<file path="config.mk">
export PLATFORM = sky130hd
export DESIGN_NAME = label_overlap_jaccard_dice_core
export DESIGN_NICKNAME = d
export VERILOG_FILES = /design/src/rtl/core/lojd_pkg.sv /design/src/rtl/core/lojd_div.sv /design/src/rtl/core/label_overlap_jaccard_dice_core.sv
export SDC_FILE = /design/constraint.sdc
export NUM_CORES = 2
export LEC_CHECK = 0
export BUFFER_PORTS_ARGS = -buffer_cell sky130_fd_sc_hd__buf_2
export CAP_MARGIN = 20
export CORE_MARGIN = 2
export CORE_UTILIZATION = 30
export CTS_CLUSTER_DIAMETER = 120
export DETAILED_ROUTE_END_ITERATION = 8
export HOLD_SLACK_MARGIN = 0.05
export PLACE_DENSITY = 0.5
export SLEW_MARGIN = 20
export SYNTH_ARGS = -nofsm -noshare
export SYNTH_HDL_FRONTEND = slang
export SYNTH_SLANG_ARGS = --single-unit
</file>
<file path="constraint.sdc">
create_clock -name clk -period 14.2 [get_ports clk]
set_clock_uncertainty 0.15 [all_clocks]
set_input_delay 0 -clock clk [delete_from_list [all_inputs] [get_ports clk]]
set_output_delay 0 -clock clk [all_outputs]
set_load 0.005 [all_outputs]
</file>
<file path="src/rtl/core/lojd_pkg.sv">
// shared types and constants for the label overlap scorer
package lojd_pkg;

    localparam int SAMPLE_W    = 16;
    localparam int THRESH_W    = 16;
    localparam int RATIO_W     = 17;
    localparam int RATIO_F     = 16;
    localparam int TOTAL_W     = 32;
    localparam int DIV_QW      = 32;
    localparam int CFG_INDEX_W = 2;
    localparam int CFG_DATA_W  = 16;

    localparam logic [CFG_INDEX_W-1:0] REG_THRESHOLD   = 2'd0;
    localparam logic [CFG_INDEX_W-1:0] REG_FUZZY_MODE  = 2'd1;
    localparam logic [CFG_INDEX_W-1:0] REG_REPORT_DICE = 2'd2;

    localparam logic [THRESH_W-1:0] THRESHOLD_RESET = 16'd32768;

    localparam logic [1:0] STATUS_OK          = 2'd0;
    localparam logic [1:0] STATUS_EMPTY       = 2'd1;
    localparam logic [1:0] STATUS_ZERO_VOLUME = 2'd2;

    typedef struct packed {
        logic [SAMPLE_W-1:0] sample_a;
        logic [SAMPLE_W-1:0] sample_b;
        logic                end_of_volume;
        logic                end_of_image;
    } pair_t;

    typedef struct packed {
        logic [RATIO_W-1:0] overlap_ratio;
        logic [1:0]         status;
    } score_t;

endpackage

</file>
<file path="src/rtl/core/lojd_div.sv">
// bit-serial fractional divider: round(num * 2^frac_bits / den), clamped to one
module lojd_div #(
    parameter int NW = 49,
    parameter int QW = 32
) (
    input  logic                  clk,
    input  logic                  rst_n,
    input  logic                  start,
    input  logic [NW-1:0]         num,
    input  logic [NW-1:0]         den,
    input  logic [$clog2(QW)-1:0] frac_bits,
    output logic [QW-1:0]         quo,
    output logic                  done
);

    localparam int CW = $clog2(QW);

    typedef enum logic {
        S_IDLE,
        S_RUN
    } state_t;

    state_t          state_reg;
    logic [NW-1:0]   rem_reg;
    logic [NW-1:0]   den_reg;
    logic [QW-1:0]   quo_reg;
    logic [CW-1:0]   cnt_reg;
    logic            done_reg;

    logic [NW:0]     rem_shift;
    logic [NW:0]     rem_sub;
    logic            fits;

    assign rem_shift = {rem_reg, 1'b0};
    assign fits      = rem_shift >= {1'b0, den_reg};
    assign rem_sub   = rem_shift - {1'b0, den_reg};

    always_ff @(posedge clk or negedge rst_n)
    begin
        if (!rst_n)
        begin
            state_reg <= S_IDLE;
            rem_reg   <= '0;
            den_reg   <= '0;
            quo_reg   <= '0;
            cnt_reg   <= '0;
            done_reg  <= 1'b0;
        end
        else
        begin
            done_reg <= 1'b0;
            case (state_reg)
                S_IDLE:
                begin
                    if (start)
                    begin
                        den_reg <= den;
                        rem_reg <= num;
                        cnt_reg <= frac_bits;
                        if (den == '0)
                        begin
                            quo_reg  <= '0;
                            done_reg <= 1'b1;
                        end
                        else if (num >= den)
                        begin
                            quo_reg  <= QW'(1) << frac_bits;
                            done_reg <= 1'b1;
                        end
                        else
                        begin
                            quo_reg   <= '0;
                            state_reg <= S_RUN;
                        end
                    end
                end
                S_RUN:
                begin
                    if (cnt_reg != '0)
                    begin
                        rem_reg <= fits ? rem_sub[NW-1:0] : rem_shift[NW-1:0];
                        quo_reg <= {quo_reg[QW-2:0], fits};
                        cnt_reg <= cnt_reg - CW'(1);
                    end
                    else
                    begin
                        // round to nearest, halves up
                        if (fits)
                        begin
                            quo_reg <= quo_reg + QW'(1);
                        end
                        done_reg  <= 1'b1;
                        state_reg <= S_IDLE;
                    end
                end
                default:
                begin
                    state_reg <= S_IDLE;
                end
            endcase
        end
    end

    assign quo  = quo_reg;
    assign done = done_reg;

endmodule

</file>
<file path="src/rtl/core/label_overlap_jaccard_dice_core.sv">
// label overlap scorer: hard jaccard / dice and fuzzy min-over-max overlap
//
//  channel  | handshake                | payload
//  ---------+--------------------------+--------------------------------------
//  pair     | pair_valid / pair_ready  | sample_a, sample_b, end_of_volume,
//           |                          | end_of_image
//  score    | score_valid / score_ready| overlap_ratio, status
//  cfg      | cfg_we                   | cfg_index, cfg_data
//
// a pair without a frame or image end leaves pair_ready high
// a frame end adds two divider runs, for the min sum and the max sum over the frame volume;
// one shared bit-serial divider does both, a zero-volume frame skips them
// an image end adds one more divider run and the S_PUSH state to load the score
// pair_ready is low while the divider works, or while a new score waits for the last one to go
// reset clears all counters, sums and totals and loads the register defaults
module label_overlap_jaccard_dice_core #(
    parameter int VOXEL_COUNT_BITS = 24,
    parameter int FRAME_COUNT_BITS = 8
) (
    input  logic                                clk,
    input  logic                                rst_n,
    input  logic                                pair_valid,
    output logic                                pair_ready,
    input  lojd_pkg::pair_t                     pair,
    output logic                                score_valid,
    input  logic                                score_ready,
    output lojd_pkg::score_t                    score,
    input  logic                                cfg_we,
    input  logic [lojd_pkg::CFG_INDEX_W-1:0]    cfg_index,
    input  logic [lojd_pkg::CFG_DATA_W-1:0]     cfg_data
);

    localparam int CNT_W    = VOXEL_COUNT_BITS + 1;
    localparam int MINMAX_W = VOXEL_COUNT_BITS + lojd_pkg::SAMPLE_W;
    localparam int VOL_W    = VOXEL_COUNT_BITS + lojd_pkg::SAMPLE_W + 1;
    localparam int TERM_F   = 31 - FRAME_COUNT_BITS;
    localparam int DIV_W    = (VOL_W > lojd_pkg::TOTAL_W) ? VOL_W : lojd_pkg::TOTAL_W;
    localparam int QW       = lojd_pkg::DIV_QW;
    localparam int FW       = $clog2(QW);
    localparam int TW       = lojd_pkg::TOTAL_W;

    typedef enum logic [2:0] {
        S_IDLE,
        S_MIN_GO,
        S_MIN_WAIT,
        S_MAX_GO,
        S_MAX_WAIT,
        S_FIN_GO,
        S_FIN_WAIT,
        S_PUSH
    } state_t;

    // configuration
    logic [lojd_pkg::THRESH_W-1:0] threshold_reg;
    logic                          fuzzy_mode_reg;
    logic                          report_dice_reg;

    // accumulation state
    state_t               state_reg;
    logic [CNT_W-1:0]     count_a_reg;
    logic [CNT_W-1:0]     count_b_reg;
    logic [CNT_W-1:0]     count_both_reg;
    logic [MINMAX_W-1:0]  min_sum_reg;
    logic [MINMAX_W-1:0]  max_sum_reg;
    logic [VOL_W-1:0]     vol_sum_reg;
    logic [TW-1:0]        wmin_reg;
    logic [TW-1:0]        wmax_reg;
    logic                 zero_seen_reg;
    logic                 eoi_reg;
    logic                 score_valid_reg;
    lojd_pkg::score_t     score_reg;

    logic                 accept;
    logic                 label_a;
    logic                 label_b;
    logic [lojd_pkg::SAMPLE_W-1:0] smin;
    logic [lojd_pkg::SAMPLE_W-1:0] smax;
    logic [MINMAX_W:0]    min_sum_add;
    logic [MINMAX_W:0]    max_sum_add;
    logic [VOL_W:0]       vol_sum_add;
    logic [MINMAX_W-1:0]  min_sum_next;
    logic [MINMAX_W-1:0]  max_sum_next;
    logic [VOL_W-1:0]     vol_sum_next;
    logic [CNT_W-1:0]     count_a_next;
    logic [CNT_W-1:0]     count_b_next;
    logic [CNT_W-1:0]     count_both_next;

    logic [CNT_W:0]       sum_ab;
    logic [CNT_W:0]       union_ab;
    logic [1:0]           final_status;

    logic                 div_start;
    logic [DIV_W-1:0]     div_num;
    logic [DIV_W-1:0]     div_den;
    logic [FW-1:0]        div_frac;
    logic [QW-1:0]        div_quo;
    logic                 div_done;
    logic [TW:0]          total_add;
    logic [TW-1:0]        total_base;
    logic [TW-1:0]        total_next;
    logic                 push_ok;

    always_ff @(posedge clk or negedge rst_n)
    begin
        if (!rst_n)
        begin
            threshold_reg   <= lojd_pkg::THRESHOLD_RESET;
            fuzzy_mode_reg  <= 1'b0;
            report_dice_reg <= 1'b0;
        end
        else if (cfg_we)
        begin
            case (cfg_index)
                lojd_pkg::REG_THRESHOLD:   threshold_reg   <= cfg_data[lojd_pkg::THRESH_W-1:0];
                lojd_pkg::REG_FUZZY_MODE:  fuzzy_mode_reg  <= cfg_data[0];
                lojd_pkg::REG_REPORT_DICE: report_dice_reg <= cfg_data[0];
                default: ;
            endcase
        end
    end

    assign pair_ready = (state_reg == S_IDLE);
    assign accept     = pair_valid && pair_ready;

    assign label_a = pair.sample_a >= threshold_reg;
    assign label_b = pair.sample_b >= threshold_reg;
    assign smin    = (pair.sample_a < pair.sample_b) ? pair.sample_a : pair.sample_b;
    assign smax    = (pair.sample_a < pair.sample_b) ? pair.sample_b : pair.sample_a;

    assign count_a_next    = (label_a && count_a_reg != '1) ? count_a_reg + CNT_W'(1)
                                                             : count_a_reg;
    assign count_b_next    = (label_b && count_b_reg != '1) ? count_b_reg + CNT_W'(1)
                                                             : count_b_reg;
    assign count_both_next = (label_a && label_b && count_both_reg != '1)
                             ? count_both_reg + CNT_W'(1) : count_both_reg;

    // saturating frame sums
    assign min_sum_add  = {1'b0, min_sum_reg} + (MINMAX_W + 1)'(smin);
    assign max_sum_add  = {1'b0, max_sum_reg} + (MINMAX_W + 1)'(smax);
    assign vol_sum_add  = {1'b0, vol_sum_reg} + (VOL_W + 1)'(pair.sample_a)
                          + (VOL_W + 1)'(pair.sample_b);
    assign min_sum_next = min_sum_add[MINMAX_W] ? '1 : min_sum_add[MINMAX_W-1:0];
    assign max_sum_next = max_sum_add[MINMAX_W] ? '1 : max_sum_add[MINMAX_W-1:0];
    assign vol_sum_next = vol_sum_add[VOL_W] ? '1 : vol_sum_add[VOL_W-1:0];

    assign sum_ab   = {1'b0, count_a_reg} + {1'b0, count_b_reg};
    assign union_ab = sum_ab - {1'b0, count_both_reg};

    always_comb
    begin
        final_status = lojd_pkg::STATUS_OK;
        if (fuzzy_mode_reg)
        begin
            if (zero_seen_reg)
            begin
                final_status = lojd_pkg::STATUS_ZERO_VOLUME;
            end
            else if (wmax_reg == '0)
            begin
                final_status = lojd_pkg::STATUS_EMPTY;
            end
        end
        else if (union_ab == '0)
        begin
            final_status = lojd_pkg::STATUS_EMPTY;
        end
    end

    // operand select for the shared divider
    always_comb
    begin
        div_start = 1'b0;
        div_num   = DIV_W'(min_sum_reg);
        div_den   = DIV_W'(vol_sum_reg);
        div_frac  = FW'(TERM_F);
        case (state_reg)
            S_MIN_GO:
            begin
                div_start = 1'b1;
            end
            S_MAX_GO:
            begin
                div_start = 1'b1;
                div_num   = DIV_W'(max_sum_reg);
            end
            S_FIN_GO:
            begin
                div_start = 1'b1;
                div_frac  = FW'(lojd_pkg::RATIO_F);
                if (fuzzy_mode_reg)
                begin
                    div_num = DIV_W'(wmin_reg);
                    div_den = DIV_W'(wmax_reg);
                end
                else if (report_dice_reg)
                begin
                    div_num = DIV_W'({count_both_reg, 1'b0});
                    div_den = DIV_W'(sum_ab);
                end
                else
                begin
                    div_num = DIV_W'(count_both_reg);
                    div_den = DIV_W'(union_ab);
                end
            end
            default: ;
        endcase
    end

    lojd_div #(
        .NW (DIV_W),
        .QW (QW)
    ) u_div (
        .clk       (clk),
        .rst_n     (rst_n),
        .start     (div_start),
        .num       (div_num),
        .den       (div_den),
        .frac_bits (div_frac),
        .quo       (div_quo),
        .done      (div_done)
    );

    assign total_base = (state_reg == S_MIN_WAIT) ? wmin_reg : wmax_reg;
    assign total_add  = {1'b0, total_base} + (TW + 1)'(div_quo);
    assign total_next = total_add[TW] ? '1 : total_add[TW-1:0];
    assign push_ok    = !score_valid_reg || score_ready;

    always_ff @(posedge clk or negedge rst_n)
    begin
        if (!rst_n)
        begin
            state_reg       <= S_IDLE;
            count_a_reg     <= '0;
            count_b_reg     <= '0;
            count_both_reg  <= '0;
            min_sum_reg     <= '0;
            max_sum_reg     <= '0;
            vol_sum_reg     <= '0;
            wmin_reg        <= '0;
            wmax_reg        <= '0;
            zero_seen_reg   <= 1'b0;
            eoi_reg         <= 1'b0;
            score_valid_reg <= 1'b0;
            score_reg       <= '0;
        end
        else
        begin
            if (score_valid_reg && score_ready)
            begin
                score_valid_reg <= 1'b0;
            end
            case (state_reg)
                S_IDLE:
                begin
                    if (accept)
                    begin
                        count_a_reg    <= count_a_next;
                        count_b_reg    <= count_b_next;
                        count_both_reg <= count_both_next;
                        eoi_reg        <= pair.end_of_image;
                        if (pair.end_of_volume || pair.end_of_image)
                        begin
                            if (vol_sum_next == '0)
                            begin
                                // empty frame adds nothing to the totals
                                zero_seen_reg <= 1'b1;
                                min_sum_reg   <= '0;
                                max_sum_reg   <= '0;
                                vol_sum_reg   <= '0;
                                state_reg     <= pair.end_of_image ? S_FIN_GO : S_IDLE;
                            end
                            else
                            begin
                                min_sum_reg <= min_sum_next;
                                max_sum_reg <= max_sum_next;
                                vol_sum_reg <= vol_sum_next;
                                state_reg   <= S_MIN_GO;
                            end
                        end
                        else
                        begin
                            min_sum_reg <= min_sum_next;
                            max_sum_reg <= max_sum_next;
                            vol_sum_reg <= vol_sum_next;
                        end
                    end
                end
                S_MIN_GO:
                begin
                    state_reg <= S_MIN_WAIT;
                end
                S_MIN_WAIT:
                begin
                    if (div_done)
                    begin
                        wmin_reg  <= total_next;
                        state_reg <= S_MAX_GO;
                    end
                end
                S_MAX_GO:
                begin
                    state_reg <= S_MAX_WAIT;
                end
                S_MAX_WAIT:
                begin
                    if (div_done)
                    begin
                        wmax_reg    <= total_next;
                        min_sum_reg <= '0;
                        max_sum_reg <= '0;
                        vol_sum_reg <= '0;
                        state_reg   <= eoi_reg ? S_FIN_GO : S_IDLE;
                    end
                end
                S_FIN_GO:
                begin
                    state_reg <= S_FIN_WAIT;
                end
                S_FIN_WAIT:
                begin
                    if (div_done)
                    begin
                        state_reg <= S_PUSH;
                    end
                end
                S_PUSH:
                begin
                    if (push_ok)
                    begin
                        score_valid_reg         <= 1'b1;
                        score_reg.status        <= final_status;
                        score_reg.overlap_ratio <= (final_status == lojd_pkg::STATUS_OK)
                                                   ? div_quo[lojd_pkg::RATIO_W-1:0] : '0;
                        count_a_reg    <= '0;
                        count_b_reg    <= '0;
                        count_both_reg <= '0;
                        min_sum_reg    <= '0;
                        max_sum_reg    <= '0;
                        vol_sum_reg    <= '0;
                        wmin_reg       <= '0;
                        wmax_reg       <= '0;
                        zero_seen_reg  <= 1'b0;
                        eoi_reg        <= 1'b0;
                        state_reg      <= S_IDLE;
                    end
                end
                default:
                begin
                    state_reg <= S_IDLE;
                end
            endcase
        end
    end

    assign score_valid = score_valid_reg;
    assign score       = score_reg;

endmodule

</file>
Word level (Yosys, flattened, before mapping)
Cells that the tools add are included. W data, S select, Z words.

Output and inout port bits: 21. Bits of input ports: 57. Bits in registers: 424.

Bitwise logic cells: 1. Shift-type cells: 1. Mux-type cells: 93. Magnitude comparators: 5. Equality and inequality tests: 25. Reductions and logical operators: 38. $add $sub $neg: 13.

Operators with widths (count): $mux W41 (10); $mux W40 (10); $mux W32 (11); $pmux W40 S3 (2); $pmux W32 S2 (3); $mux W25 (7); $pmux W25 S2 (3); $pmux W41 S3 (1); $add A40 B16 Y41 (2); $logic_not A41 Y1 (2); $pmux W41 S2 (1); $pmux W40 S2 (1); $add A25 B1 Y25 const B (3); $ne A25 B25 Y1 const B (3); $mux W26 (2); $add A41 B16 Y42 (1); $add A42 B16 Y42 (1); $ge A42 B41 Y1 (1); $ge A40 B41 Y1 (1); $sub A41 B41 Y41 (1); $add A32 B32 Y33 (1); $add A32 B1 Y32 const B (1); $ge A16 B16 Y1 (2); $logic_not A32 Y1 (1); 38 further kinds (105).

Longest topological paths before layout
Depth in word-level cells: 10. Gate-level depth with buffers: 30.

Hierarchy
From an unflattened synthesis, not the netlist that was laid out.

Cell total of the unflattened synthesis: 4488. Area total of the unflattened synthesis: 36283.5 sq um.

Modules (own cells, without submodules): label_overlap_jaccard_dice_core (cells each 3181, instances 1, seq. area each 7583.5 sq um, area an instance 26101.3 sq um); lojd_div (cells each 1307, instances 1, seq. area each 3027.9 sq um, area an instance 10182.3 sq um).

Worst setup path after synthesis
OpenSTA, ideal clock, no wires.

Path type: reg2reg. Start point: register count_a_reg[1]. End point: register u_div.done_reg (netlist: u_div.done). Data required time: 13.926 ns. Stages on the path, launching flop included: 29. Arrival time: 5.640 ns. Period minus slack after synthesis: 5.914 ns. Setup slack: 8.286 ns. Buffers on the path: 1. Cells stage by stage: dfrtp_1 > ha_1 > a211oi_1 > o21ai_0 > o21bai_1 > a2bb2oi_1 > nand2_1 > a21oi_1 > xnor2_1 > ha_1 > clkbuf_1 > and3_1 > and2_1 > a21o_1 > o211a_1 > o21a_1 > o32a_1 > a31o_2 > a21boi_0 > ha_1 > a21o_1 > a21o_1 > a21oi_1 > nor2_1 > a211oi_1 > o21ai_0 > o21ai_0 > a32oi_1 > o31a_1.

Word-level cells in the longest chain between the ends: 10. Elaborated cells on any way between the ends: 11. Classes of those cells: add/sub (2); order compare (1); mux (7); reduce/logical (1).

Ends and longest elaborated chain: start, declared (line label_overlap_jaccard_dice_core.sv:60) `logic [CNT_W-1:0] count_a_reg;`; start signal, assigned (line label_overlap_jaccard_dice_core.sv:258) `count_a_reg <= count_a_next;`; $add A25 B25 Y26 (*) (line label_overlap_jaccard_dice_core.sv:146) `assign sum_ab = {1'b0, count_a_reg} + {1'b0, count_b_reg};`; $sub A26 B25 Y26 (line label_overlap_jaccard_dice_core.sv:147) `assign union_ab = sum_ab - {1'b0, count_both_reg};`; $mux W26 (*) (line label_overlap_jaccard_dice_core.sv:195) `else if (report_dice_reg)`; $mux W32 (*) (line label_overlap_jaccard_dice_core.sv:190) `if (fuzzy_mode_reg)`; $mux W41 (*) (line label_overlap_jaccard_dice_core.sv:176) `case (state_reg)`; $ge A40 B41 Y1 (line lojd_div.sv:65) `else if (num >= den)`; $mux W1 (line lojd_div.sv:65); $mux W1 (*) (line lojd_div.sv:60) `if (den == '0)`; $mux W1 (*) (line lojd_div.sv:55) `if (start)`; $pmux W1 S2 (*) (line lojd_div.sv:52) `case (state_reg)`; end signal, assigned (line lojd_div.sv:51) `done_reg <= 1'b0;`; end signal, assigned (line lojd_div.sv:63) `done_reg <= 1'b1;`; end signal, assigned (line lojd_div.sv:68) `done_reg <= 1'b1;`; end, declared (line lojd_div.sv:28) `logic done_reg;`.

Every way passes the cells marked *; elsewhere a longest branch is shown, timed or not. A chain may end at the register's enable or synchronous reset.

Final worst setup path
Start point: register vol_sum_reg[1]. End point: register vol_sum_reg[1].

Word-level cells in the longest chain between the ends: 8.

Ends and longest elaborated chain: start, declared (line label_overlap_jaccard_dice_core.sv:65) `logic [VOL_W-1:0] vol_sum_reg;`; start signal, assigned (line label_overlap_jaccard_dice_core.sv:277) `vol_sum_reg <= vol_sum_next;`; start signal, assigned (line label_overlap_jaccard_dice_core.sv:285) `vol_sum_reg <= vol_sum_next;`; $add A41 B16 Y42 (*) (line label_overlap_jaccard_dice_core.sv:140) `assign vol_sum_add = {1'b0, vol_sum_reg} + (VOL_W + 1)'(pair.sample_a)`; $add A42 B16 Y42 (*) (line label_overlap_jaccard_dice_core.sv:141) `+ (VOL_W + 1)'(pair.sample_b);`; $mux W41 (*) (line label_overlap_jaccard_dice_core.sv:144) `assign vol_sum_next = vol_sum_add[VOL_W] ? '1 : vol_sum_add[VOL_W-1:0];`; $logic_not A41 Y1 (line label_overlap_jaccard_dice_core.sv:264) `if (vol_sum_next == '0)`; $mux W41 (line label_overlap_jaccard_dice_core.sv:264); $mux W41 (*) (line label_overlap_jaccard_dice_core.sv:262) `if (pair.end_of_volume || pair.end_of_image)`; $mux W41 (*) (line label_overlap_jaccard_dice_core.sv:256) `if (accept)`; $pmux W41 S3 (*) (line label_overlap_jaccard_dice_core.sv:253) `case (state_reg)`.

Every way passes the cells marked *; elsewhere a longest branch is shown, timed or not. The select of a mux whose other input is x is not followed.

==> flow_summary_export.csv <==
group,metric,value,unit
die,die_width,346,um
global_route,grt_pass1_wl,202000,um
worst_setup_path,cp.depth,18,
sta,max-slew-margin-rel,28.4,%
place,hpwlAfterDp,97000,um
yosys,synthesis.area,0.0351,mm^2
pwr,power_density,196,mW/mm^2
final_layout,fin_area,0.0399,mm^2
worst_setup_path,regToRegSetupSlack,6880,ps
yosys,synth-edff-count,0,
worst_setup_path,ff2ff_path_depth,18,
final_layout,fin_util,34.4,%
worst_setup_path,cp-start-kind,"flop",
route,first_iter_violations,2935,
place,place_ws,7140,ps
cts,clk_path_buf_depth,3,
worst_setup_path,arrival,7690,ps
worst_setup_path,required,14570,ps
final_layout,synthToLayoutAreaGrowth,13.7,%
cts,cts_resized,0,
worst_hold_path,hold_path_startpoint,"cfg_data[0]",
yosys,synthCells,4326,
cts,clk_pin_slew,60,ps
cts,postCtsHoldBufs,117,
pwr,p_int,4.06,mW
worst_setup_path,cp-end-kind,"flop",
yosys,synth_top_family_by_area,"compound AO/OA/AOI/OAI gates",
place,globalplace.congestion,0.948,
route,ant_nets,0,
sta,max_freq,0.137,GHz
sta,rsz0062_at_grt,"false",
cts,cts_tree,"done",
die,pin_count,78,
pwr,pwr-share-comb,57.2,%
pwr,leakage,17.3,nW
yosys,synth_warnings,0,
sta,finalCriticalPeriod,7320,ps
global_route,grtUsageTotal,21.5,%
die,die-area,0.120,mm^2
cts,cts_num_sinks,424,
sta,holdWs,80.7,ps
die,rows,125,
route,drt-total-wl,132000,um
yosys,avgSynthCellArea,8.12,um^2
cts,cts-root-buf,"clkbuf_16",
place,placed_area,0.0370,mm^2
route,drcViolationCount,0,
worst_setup_path,path_cells,"fa_1 -> dlygate4sd3_1 -> ha_1 -> inv_1 -> fa_1 -> and2b_1 -> o31a_2 -> o2111ai_2 -> a21o_1 -> a21boi_4 -> nand3_1 -> or2_1 -> a2111oi_1 -> nor4bb_4 -> buf_4 -> nand2b_2 -> buf_4 -> o21ai_0",
die,die_h,346,um
route,drt_first_pass_iters,6,
sta,setup_ws,6880,ps
die,start_util,30.2,%
pwr,vdd_drop_max,0.000131,V
pwr,clockPowerShare,18.3,%
worst_hold_path,hold_class,"input port to flop",
sta,setup_tns,0,ps
yosys,synth-simple-area-share,19.6,%
pwr,power.switching,3.78,mW
worst_setup_path,timing.rr.end,"vol_sum_reg[1]$_DFFE_PN0P_",
sta,hold_viol_final,0,
route,vias,33400,
place,port_buffers,77,
sta,fin_crit_sh,51.5,%
yosys,synth-adder-area-share,10.8,%
route,routed_via_density,5.62,
worst_setup_path,critPathBufInv,4,
yosys,yosys_register_bits,424,
run,max_cap_viol_count,0,
yosys,yosysSeqAreaShare,30.2,%
yosys,synth-async-reset-ratio,100,%
final_layout,fillerInstances,12200,
cts,post_cts_buffers,0,
route,wl_per_cell,22.2,um
pwr,p_sw_share,48.2,%
yosys,syn_nets,4671,
cts,htree_levels,2,
die,core,0.116,mm^2
cts,cts_buffers,54,
worst_setup_path,crit_family,"compound AO/OA/AOI/OAI gates",
worst_hold_path,min_path_cells,3,
yosys,synth.distinct_cells,103,
worst_hold_path,worst_hold_path.endpoint,"report_dice_reg$_DFFE_PN0P_",
global_route,overflow,0,
global_route,antenna_found_initial,5,
worst_setup_path,critPathMaxFanout,65,
final_layout,layout-drive-gt1-share,8.27,%
worst_setup_path,cp_slowest_stage_delay,800,ps
cts,insertion_delay,660,ps
pwr,p_seq_share,24.5,%
sta,setup_viol,0,
global_route,grt_pass1_vias,31900,
outcome,status,"finished clean",
yosys,synth-compound-area-share,27.0,%
worst_setup_path,rr_startpoint,"vol_sum_reg[1]$_DFFE_PN0P_",
worst_setup_path,cp_slowest_cell,"a2111oi_1",
yosys,synth_ff_type,"dfrtp_1",
yosys,synthXorXnorAreaFrac,4.36,%
final_layout,final_nets,4722,
global_route,grt_max_degree,87,
sta,worstMarginPinSlew,1060,ps
sta,final_max_slew_viol_count,0,
worst_setup_path,worstSetupPathType,"flop to flop",
yosys,muxShareOfSynthArea,3.38,%
[logic make-up (layout without fill, tap and decap cells)]
logic type               after synthesis  count (layout)
multiplexers                         110             110
flip-flops                           424             424
adder cells (fa/ha/maj)              288             288
XOR/XNOR                             175             175
AND/OR/NAND/NOR                     1433            1433
other                                  0               2
AO/OA/AOI/OAI                       1469            1469
buffers and inverters                427             517
[per-layer routing]
| layer | track usage (%) | share of wire, % |
|---|---|---|
| met5 | 0 | 0 |
| met3 | 2.21 | 4.3 |
| met2 | 33.6 | 45 |
| met1 | 30.5 | 47 |
| met4 | 8.30 | 4.1 |
[metrics by stage]
stage / power, mW / std cells
after floorplan: 4.97 / 4326
after global placement: 6.30 / 5728
after detailed placement: 6.31 / 5728
after CTS: 7.83 / 5940
after global routing: 8.47 / 5940
final: 7.84 / 5942
[cell usage in the layout (no fill, tap or decap), types with 22 or more instances in the layout]
master           n
a211oi_1        33
a21o_1         100
a21oi_1        280
a22o_1          69
a22oi_1         41
a31oi_1         33
a32oi_1         22
and2_1          30
and3_1          68
buf_2           76
buf_4           52
clkbuf_16       55
dfrtp_1        420
dlygate4sd3_1  116
fa_1            23
ha_1           265
inv_1          174
mux2_2          70
mux2i_1         40
nand2_1        440
nand2b_1        33
nand3_1        150
nand4_1         66
nor2_1         344
nor2b_1         29
nor3_1          74
nor4_1          42
o211ai_1        47
o21a_1          50
o21ai_0        489
o21bai_1        23
o31ai_1         76
or3_1           45
xnor2_1        117
xor2_1          58
[how the worst max path moves through the flow]
stage | startpoint | slack (ps) | endpoint
floorplan | count_a_reg[1]$_DFFE_PN0P_ | 8290 | u_div.done$_DFF_PN0_
global placement | count_a_reg[1]$_DFFE_PN0P_ | 7300 | u_div.done$_DFF_PN0_
detailed placement | count_b_reg[1]$_DFFE_PN0P_ | 7140 | u_div.quo[23]$_DFFE_PN0P_
CTS | vol_sum_reg[1]$_DFFE_PN0P_ | 7010 | max_sum_reg[5]$_DFFE_PN0P_
global route | count_b_reg[1]$_DFFE_PN0P_ | 6230 | u_div.quo[16]$_DFFE_PN0P_
finish | vol_sum_reg[1]$_DFFE_PN0P_ | 6880 | vol_sum_reg[1]$_DFFE_PN0P_
[Yosys cell counts, drive strengths merged (51+ instances only)]
master | count | area (um^2)
nor3 | 76 | 380
xnor2 | 117 | 1020
o21ai | 503 | 2520
mux2 | 70 | 788
a21oi | 284 | 1440
ha | 265 | 3320
a21o | 100 | 751
nor2 | 347 | 1310
dfrtp | 423 | 10600
xor2 | 58 | 508
nand4 | 66 | 413
a22o | 69 | 604
o31ai | 76 | 571
nand3 | 151 | 761
and3 | 68 | 425
clkbuf | 218 | 818
inv | 176 | 661
o21a | 51 | 383
nand2 | 444 | 1670
[power groups by stage]
stage | logic (mW) | registers (mW) | clock network (mW)
after floorplan | 3.24 | 1.73 | 0
after global placement | 4.36 | 1.94 | 0
after CTS | 4.44 | 1.92 | 1.46
after detailed placement | 4.37 | 1.94 | 0
after global routing | 5.00 | 1.97 | 1.51
final | 4.49 | 1.92 | 1.43
[worst reg2reg max path, cell delays in order (launching register included)]
cell	delay, ps
dfrtp_1	450
fa_1	500
dlygate4sd3_1	550
ha_1	200
inv_1	70
fa_1	400
and2b_1	250
o31a_2	190
o2111ai_2	210
a21o_1	310
a21boi_4	320
nand3_1	180
or2_1	250
a2111oi_1	800
nor4bb_4	410
buf_4	650
nand2b_2	550
buf_4	480
o21ai_0	260
[cell type report]
type,instances,area (um^2),area share [%]
Inverter,176,661,1.65
Clock inverter,22,241,0.605
Clock buffer,73,1530,3.84
Sequential cell,424,10600,26.6
Timing Repair Buffer,246,1970,4.94
Tap cell,1524,1910,4.78
Antenna cell,2,5.00,0.0125
Multi-Input combinational cell,3475,23000,57.6
(Power assumes the default switching activity.)
